<file path="config.mk">
export PLATFORM = sky130hd
export DESIGN_NAME = sha1_message_digest_unit_flat
export DESIGN_NICKNAME = d
export VERILOG_FILES = /design/src/design/sha1_pkg.sv /design/src/design/sha1_if.sv /design/src/design/sha1_datapath.sv /design/src/design/sha1_ctrl.sv /design/src/design/sha1_message_digest_unit.sv /design/src/flat_wrapper.sv
export SDC_FILE = /design/constraint.sdc
export NUM_CORES = 2
export LEC_CHECK = 0
export BUFFER_PORTS_ARGS = -buffer_cell sky130_fd_sc_hd__buf_2
export CAP_MARGIN = 20
export CELL_PAD_IN_SITES_DETAIL_PLACEMENT = 1
export CELL_PAD_IN_SITES_GLOBAL_PLACEMENT = 2
export CORE_ASPECT_RATIO = 1.75
export CORE_MARGIN = 2
export CORE_UTILIZATION = 40
export DETAILED_ROUTE_END_ITERATION = 8
export HOLD_SLACK_MARGIN = 0.05
export PLACE_DENSITY = 0.79
export SLEW_MARGIN = 15
export SYNTH_ARGS = -nofsm -noshare
export SYNTH_HDL_FRONTEND = slang
export SYNTH_HIERARCHICAL = 1
export SYNTH_SLANG_ARGS = --single-unit
</file>
<file path="constraint.sdc">
create_clock -name i_clk -period 13.18 [get_ports i_clk]
set_clock_uncertainty 0.05 [all_clocks]
set_input_delay 1.977 -clock i_clk [delete_from_list [all_inputs] [get_ports i_clk]]
set_output_delay 1.977 -clock i_clk [all_outputs]
set_load 0.02 [all_outputs]
</file>
<file path="src/design/sha1_pkg.sv">
`timescale 1ns / 1ps
package sha1_pkg;
    localparam logic [31:0] H0 = 32'h67452301;
    localparam logic [31:0] H1 = 32'hefcdab89;
    localparam logic [31:0] H2 = 32'h98badcfe;
    localparam logic [31:0] H3 = 32'h10325476;
    localparam logic [31:0] H4 = 32'hc3d2e1f0;
    localparam logic [7:0] PAD_BYTE = 8'h80;
    localparam logic [5:0] LENGTH_POS = 6'd56;

    // datapath commands from the controller
    typedef struct packed {
        logic       put;       // write one byte into the buffer
        logic [7:0] put_byte;
        logic       add_bits;  // count a message byte
        logic       start;     // begin compression
        logic       round;     // run one round
        logic       finish;    // add working vars into chain
        logic       init;      // return to initial hash state
    } t_cmd;

    typedef struct packed {
        logic [5:0]  pos;
        logic [63:0] bits;
    } t_stat;

    function automatic logic [31:0] round_k(input logic [6:0] t);
        if (t < 7'd20) return 32'h5a827999;
        else if (t < 7'd40) return 32'h6ed9eba1;
        else if (t < 7'd60) return 32'h8f1bbcdc;
        else return 32'hca62c1d6;
    endfunction
endpackage

</file>
<file path="src/design/sha1_if.sv">
`timescale 1ns / 1ps
interface sha1_in_if;
    logic       valid;
    logic       ready;
    logic [7:0] data_byte;
    logic       byte_valid;
    logic       message_end;
    modport source (output valid, data_byte, byte_valid, message_end, input ready);
    modport sink (input valid, data_byte, byte_valid, message_end, output ready);
endinterface

interface sha1_out_if;
    logic        valid;
    logic        ready;
    logic [31:0] digest_word;
    logic [2:0]  word_index;
    logic        last_word;
    modport source (output valid, digest_word, word_index, last_word, input ready);
    modport sink (input valid, digest_word, word_index, last_word, output ready);
endinterface

</file>
<file path="src/design/sha1_datapath.sv">
`timescale 1ns / 1ps
module sha1_datapath (
    input  logic                i_clk,
    input  logic                i_rst_n,
    input  sha1_pkg::t_cmd      i_cmd,
    input  logic [2:0]          i_sel,
    output sha1_pkg::t_stat     o_stat,
    output logic [31:0]         o_chain
);
    logic [31:0] r_chain [5];
    logic [31:0] r_buf [16];
    logic [31:0] r_win [16];
    logic [31:0] r_a, r_b, r_c, r_d, r_e;
    logic [6:0]  r_t;
    logic [5:0]  r_pos;
    logic [63:0] r_bits;
    logic [31:0] w, f, s, n_a;
    logic [31:0] byte_word;

    always_comb begin
        s = r_win[(r_t[3:0] - 4'd3)] ^ r_win[(r_t[3:0] - 4'd8)]
          ^ r_win[(r_t[3:0] - 4'd14)] ^ r_win[r_t[3:0]];
        w = (r_t < 7'd16) ? r_buf[r_t[3:0]] : {s[30:0], s[31]};
        if (r_t < 7'd20) f = (r_b & r_c) | (~r_b & r_d);
        else if (r_t < 7'd40 || r_t >= 7'd60) f = r_b ^ r_c ^ r_d;
        else f = (r_b & r_c) | (r_b & r_d) | (r_c & r_d);
        n_a = {r_a[26:0], r_a[31:27]} + f + r_e + sha1_pkg::round_k(r_t) + w;
        byte_word = {24'd0, i_cmd.put_byte} << {(2'd3 - r_pos[1:0]), 3'd0};
    end

    always_ff @(posedge i_clk) begin
        if (!i_rst_n || i_cmd.init) begin
            r_chain[0] <= sha1_pkg::H0; r_chain[1] <= sha1_pkg::H1;
            r_chain[2] <= sha1_pkg::H2; r_chain[3] <= sha1_pkg::H3;
            r_chain[4] <= sha1_pkg::H4;
            r_pos <= '0; r_bits <= '0;
        end else begin
            if (i_cmd.add_bits) r_bits <= r_bits + 64'd8;
            if (i_cmd.put) begin
                r_pos <= r_pos + 6'd1;
                if (r_pos[1:0] == 2'd0) r_buf[r_pos[5:2]] <= byte_word;
                else r_buf[r_pos[5:2]] <= r_buf[r_pos[5:2]] | byte_word;
            end
            if (i_cmd.finish) begin
                r_chain[0] <= r_chain[0] + r_a; r_chain[1] <= r_chain[1] + r_b;
                r_chain[2] <= r_chain[2] + r_c; r_chain[3] <= r_chain[3] + r_d;
                r_chain[4] <= r_chain[4] + r_e;
            end
        end
        if (i_cmd.start) begin
            r_a <= r_chain[0]; r_b <= r_chain[1]; r_c <= r_chain[2];
            r_d <= r_chain[3]; r_e <= r_chain[4]; r_t <= '0;
        end else if (i_cmd.round) begin
            r_win[r_t[3:0]] <= w;
            r_a <= n_a; r_b <= r_a; r_c <= {r_b[1:0], r_b[31:2]};
            r_d <= r_c; r_e <= r_d; r_t <= r_t + 7'd1;
        end
    end

    assign o_stat.pos = r_pos;
    assign o_stat.bits = r_bits;
    assign o_chain = r_chain[i_sel];
endmodule

</file>
<file path="src/design/sha1_ctrl.sv">
`timescale 1ns / 1ps
module sha1_ctrl (
    input  logic            i_clk,
    input  logic            i_rst_n,
    sha1_in_if.sink         in_if,
    sha1_out_if.source      out_if,
    input  sha1_pkg::t_stat i_stat,
    input  logic [31:0]     i_chain,
    output sha1_pkg::t_cmd  o_cmd,
    output logic [2:0]      o_sel
);
    typedef enum logic [2:0] {S_IDLE, S_ROUND, S_FIN, S_PAD, S_LEN, S_OUT} t_state;
    t_state r_state;
    logic   r_end;      // padding pending after this compression
    logic   r_padding;  // in pad phase when compression returns
    logic   r_lenmode;
    logic [2:0] r_lcnt;
    logic [63:0] r_len;
    logic [2:0] r_idx;
    logic [6:0] r_rc;
    logic accept;

    assign accept = in_if.valid && in_if.ready;
    assign in_if.ready = (r_state == S_IDLE);
    assign out_if.valid = (r_state == S_OUT);
    assign out_if.digest_word = i_chain;
    assign out_if.word_index = r_idx;
    assign out_if.last_word = (r_idx == 3'd4);
    assign o_sel = r_idx;

    always_comb begin
        o_cmd = '0;
        unique case (r_state)
            S_IDLE: begin
                o_cmd.put = accept && in_if.byte_valid;
                o_cmd.add_bits = o_cmd.put;
                o_cmd.put_byte = in_if.data_byte;
                o_cmd.start = o_cmd.put && (i_stat.pos == 6'd63);
            end
            S_ROUND: o_cmd.round = 1'b1;
            S_FIN: o_cmd.finish = 1'b1;
            S_PAD: begin
                o_cmd.put = 1'b1;
                o_cmd.put_byte = r_padding ? 8'h00 : sha1_pkg::PAD_BYTE;
                o_cmd.start = (i_stat.pos == 6'd63);
            end
            S_LEN: begin
                o_cmd.put = 1'b1;
                o_cmd.put_byte = r_len[63:56];
                o_cmd.start = (i_stat.pos == 6'd63);
            end
            S_OUT: o_cmd.init = out_if.ready && (r_idx == 3'd4);
            default: o_cmd = '0;
        endcase
    end

    always_ff @(posedge i_clk) begin
        if (!i_rst_n) begin
            r_state <= S_IDLE; r_end <= 1'b0; r_padding <= 1'b0;
            r_idx <= '0; r_rc <= '0; r_lenmode <= 1'b0; r_lcnt <= '0;
        end else begin
            unique case (r_state)
                S_IDLE: if (accept) begin
                    r_padding <= 1'b0;
                    r_len <= i_stat.bits + (in_if.byte_valid ? 64'd8 : 64'd0);
                    r_end <= in_if.message_end;
                    if (o_cmd.start) begin
                        r_state <= S_ROUND; r_rc <= '0;
                    end else if (in_if.message_end) r_state <= S_PAD;
                end
                S_ROUND: begin
                    r_rc <= r_rc + 7'd1;
                    if (r_rc == 7'd79) r_state <= S_FIN;
                end
                S_FIN: begin
                    if (!r_end) r_state <= S_IDLE;
                    else if (r_lenmode) begin
                        r_state <= S_OUT; r_idx <= '0; r_lenmode <= 1'b0;
                    end else r_state <= S_PAD;
                end
                S_PAD: begin
                    r_padding <= 1'b1;
                    if (o_cmd.start) begin
                        r_state <= S_ROUND; r_rc <= '0;
                    end else if (i_stat.pos == sha1_pkg::LENGTH_POS - 6'd1) begin
                        r_state <= S_LEN; r_lcnt <= '0;
                    end
                end
                S_LEN: begin
                    r_len <= {r_len[55:0], 8'h00};
                    r_lcnt <= r_lcnt + 3'd1;
                    if (r_lcnt == 3'd7) begin
                        r_state <= S_ROUND; r_rc <= '0; r_lenmode <= 1'b1;
                    end
                end
                S_OUT: if (out_if.ready) begin
                    r_idx <= (r_idx == 3'd4) ? 3'd0 : r_idx + 3'd1;
                    if (r_idx == 3'd4) begin
                        r_state <= S_IDLE; r_end <= 1'b0;
                    end
                end
                default: r_state <= S_IDLE;
            endcase
        end
    end
endmodule

</file>
<file path="src/design/sha1_message_digest_unit.sv">
`timescale 1ns / 1ps
// a byte that fills a block starts a compression: intake, 80 rounds one per cycle, fold
// other bytes are taken one per cycle while idle; message end: padding one byte per cycle, one or two
// compressions, then five digest words, one per cycle when the sink is ready
// throughput is bound by the single round unit: no byte is taken while a 64-byte block is compressed
// reset: synchronous active low, loads the initial hash state and clears counts
module sha1_message_digest_unit (
    input  logic       i_clk,
    input  logic       i_rst_n,
    sha1_in_if.sink    in_if,
    sha1_out_if.source out_if
);
    sha1_pkg::t_cmd  cmd;
    sha1_pkg::t_stat stat;
    logic [31:0]     chain;
    logic [2:0]      sel;

    // controller sequences byte intake, padding, rounds and digest output
    sha1_ctrl u_ctrl (
        .i_clk(i_clk), .i_rst_n(i_rst_n), .in_if(in_if), .out_if(out_if),
        .i_stat(stat), .i_chain(chain), .o_cmd(cmd), .o_sel(sel)
    );

    // datapath holds buffer, schedule window, working and chaining words
    sha1_datapath u_dp (
        .i_clk(i_clk), .i_rst_n(i_rst_n), .i_cmd(cmd), .i_sel(sel),
        .o_stat(stat), .o_chain(chain)
    );

    // no intake while a word is offered
    a_no_overlap: assert property (@(posedge i_clk) disable iff (!i_rst_n)
        out_if.valid |-> !in_if.ready) else $error("intake during output");
    // after the last word the hash state is reinitialized
    a_reinit: assert property (@(posedge i_clk) disable iff (!i_rst_n)
        (out_if.valid && out_if.ready && out_if.last_word) |=> (stat.pos == 6'd0))
        else $error("no reinit");
    // word index stays in range
    a_idx: assert property (@(posedge i_clk) disable iff (!i_rst_n)
        out_if.valid |-> (out_if.word_index <= 3'd4)) else $error("bad index");
endmodule

</file>
<file path="src/flat_wrapper.sv">
// flat-port wrapper written by rule: the top's interface ports become plain ports
module sha1_message_digest_unit_flat 
  (i_clk, i_rst_n, in_if_valid, in_if_data_byte, in_if_byte_valid, in_if_message_end, in_if_ready, out_if_valid, out_if_digest_word, out_if_word_index, out_if_last_word, out_if_ready);
  sha1_in_if in_if_i ();
  sha1_out_if out_if_i ();
  input  logic i_clk;
  input  logic i_rst_n;
  input wire logic [$bits(in_if_i.valid)-1:0] in_if_valid;
  input wire logic [$bits(in_if_i.data_byte)-1:0] in_if_data_byte;
  input wire logic [$bits(in_if_i.byte_valid)-1:0] in_if_byte_valid;
  input wire logic [$bits(in_if_i.message_end)-1:0] in_if_message_end;
  output wire logic [$bits(in_if_i.ready)-1:0] in_if_ready;
  output wire logic [$bits(out_if_i.valid)-1:0] out_if_valid;
  output wire logic [$bits(out_if_i.digest_word)-1:0] out_if_digest_word;
  output wire logic [$bits(out_if_i.word_index)-1:0] out_if_word_index;
  output wire logic [$bits(out_if_i.last_word)-1:0] out_if_last_word;
  input wire logic [$bits(out_if_i.ready)-1:0] out_if_ready;
  assign in_if_i.valid = in_if_valid;
  assign in_if_i.data_byte = in_if_data_byte;
  assign in_if_i.byte_valid = in_if_byte_valid;
  assign in_if_i.message_end = in_if_message_end;
  assign in_if_ready = in_if_i.ready;
  assign out_if_valid = out_if_i.valid;
  assign out_if_digest_word = out_if_i.digest_word;
  assign out_if_word_index = out_if_i.word_index;
  assign out_if_last_word = out_if_i.last_word;
  assign out_if_i.ready = out_if_ready;
  sha1_message_digest_unit u_core (.i_clk(i_clk), .i_rst_n(i_rst_n), .in_if(in_if_i), .out_if(out_if_i));
endmodule
</file>
==> results.yml <==
setup_path:
  crit_fanout: 41
  cp_slowest_cell: "buf_4"
  end_kind: "register"
  critPathBufInv: 6
  cp.arrival_ns: 9.93
  startpoint: "u_core/u_dp/r_t[1]"
  ff2ff_path_depth: 26
  worstSetupPathType: "reg2reg"
  crit_family: "compound AO/OA/AOI/OAI gates"
  critPathLaunchType: "register"
  required_ns: 13.72
  r2r-start: "u_core/u_dp/r_t[1]"
  worst_path_most_repeated_cell: "fa_1"
  crit_cells: 26
  slowest_delay_ns: 0.64
global_routing:
  grt_max_degree: 153
  track_usage_pct: 24.2
  antenna_found_initial: 7
  grt_overflow: 0
  grt_pass1_wl_um: 411000
  grt_pass1_vias: 61900
detailed_routing:
  ant_nets: 0
  wl_per_cell_um: 30.8
  drc: 0
  firstDrtPassIters: 7
  vias: 57100
  wirelength_um: 278000
  drtIter0Drc: 4203
  routed_via_density: 6.31
cts:
  clk_latency_ns: 0.84
  clk_pin_slew_ns: 0.06
  post_cts_buffers: 0
  cts_root_buf: "clkbuf_16"
  htreeDepth: 4
  cts_tree: "yes"
  cts_buffer_depth: 4
  clock-sinks: 1509
  cts_made_buffers: 160
  ctsHoldBuffers: 0
  cts_resized: 0
synthesis:
  yosysWarnings: 6
  async_reset_ff_share_pct: 0
  avgSynthCellArea_um2: 15.0
  ys_seq_area_share_pct: 49.1
  ys_seq_elements: 1509
  postSynthCellCount: 6012
  synth_edf_count: 1408
  synth_area_um2: 90200
  synth-main-ff-cell: "edfxtp_1"
  yosysUniqueCellTypes: 87
finish:
  fin_nets: 6357
  fillCellCount: 22000
  area_delta_synth_final_pct: 9.90
  multi_input_area_um2: 43300
  stdcell_count: 9036
  most-common-layout-cells: "1408 x edfxtp_1, 992 x mux4_2, 402 x nand2_1"
  drive_gt1_share_pct: 27.0
  layout_commonest_cell: "edfxtp_1"
  register_area_um2: 44300
  stdcell_area_um2: 99100
timing:
  setup_viol: 0
  tightestPinTransition_ns: 1.13
  tns_ns: 0
  hold-worst-slack_ns: 0.430
  rsz0062_at_grt: "false"
  post-route-period-util_pct: 71.3
  hold_viol: 0
  slew_headroom_pct: 23.8
  min_period_ns: 9.39
  fmax_ghz: 0.106
  drv_slew: 0
floorplan:
  start_util_pct: 40.2
  design.die.area_um2: 229000
  ios: 52
  core_um2: 224000
  die_h_um: 632
  num_rows: 230
  die_w_um: 363
run:
  maxCapViolCount: 0
place:
  globalplace.congestion: 0.875
  placed_area_um2: 93900
  dp_hpwl_um: 189000
  io_buffer_count: 51
  dp.cells: 8747
worst_hold_path:
  hold_class: "reg2reg"
  hold_path_depth: 1
  hp-start: "u_core/u_ctrl/r_rc[6]"
run_status:
  status: "finished, final reports clean"
final cells by class:
cell class / instances / area share, %
multi-input cells: 3817 / 43.7
inverters: 314 / 1.19
well taps: 2900 / 3.66
clock inverters: 100 / 1.04
repair buffers: 207 / 1.51
flip-flops and latches: 1509 / 44.7
clock buffers: 183 / 4.19
diodes: 6 / 0.0151
metrics by stage:
stage	setup WS (ns)	util, %
3_5_place_dp	3.61	41.9
6_report	3.79	44.2
5_1_grt	3.09	44.2
2_1_floorplan	4.74	-
4_1_cts	3.60	44.2
3_3_place_gp	3.59	41.9
cells in the mapped netlist (49+ instances only):
cell type	instances	area (um^2)
a21oi_1	156	781
nand3_1	87	435
mux2_2	131	1480
edfxtp_1	1408	42300
fa_1	125	2500
o21ai_0	248	1240
o21a_1	65	488
inv_1	313	1170
nand4_1	49	307
clkbuf_1	192	721
nor2_1	288	1080
nand2_1	403	1510
nor3_1	81	405
mux4_2	992	22300
buf_1	52	195
dfxtp_1	101	2020
ha_1	209	2620
xnor2_1	148	1300
xor2_1	194	1700
buf_2	85	425
a21o_1	75	563
state kept, by name, indices dropped and copies added (netlist names), 61 cells and up, named ones only:
register             count
u_core/u_dp/r_chain    160
u_core/u_ctrl/r_len     64
u_core/u_dp/r_win      512
u_core/u_dp/r_buf      512
u_core/u_dp/r_bits      61
cells by family after synthesis:
kind of cell / count (synthesis) / share of synthesized area, %
fa+ha+maj: 334 / 5.67
compound gates: 787 / 5.58
xor+xnor: 342 / 3.32
buf+inv: 688 / 3.18
other cells: 1 / 0.00416
flops: 1509 / 49.1
mux: 1161 / 26.8
simple gates: 1190 / 6.29
final timing paths:
path | to | slack, ns
max | u_core/u_dp/r_a[31] | 3.79
min | u_core/u_ctrl/r_rc[6] | 0.43
max reg2reg | u_core/u_dp/r_a[31] | 3.79
min reg2reg | u_core/u_ctrl/r_rc[6] | 0.43
routing by layer:
layer	vias up	wire length, um	share of wire (%)	GRT usage (%)
met5	-	0	0	0
met4	0	18200	6.6	13.8
met3	692	13300	4.8	2.60
met2	2137	154000	55	45.9
met1	30300	92800	33	25.7
li1	24000	-	-	-
Power is left out: the tool's default activity adds up to more than one toggle a clock period on the data nets, which glitch-free logic cannot reach.
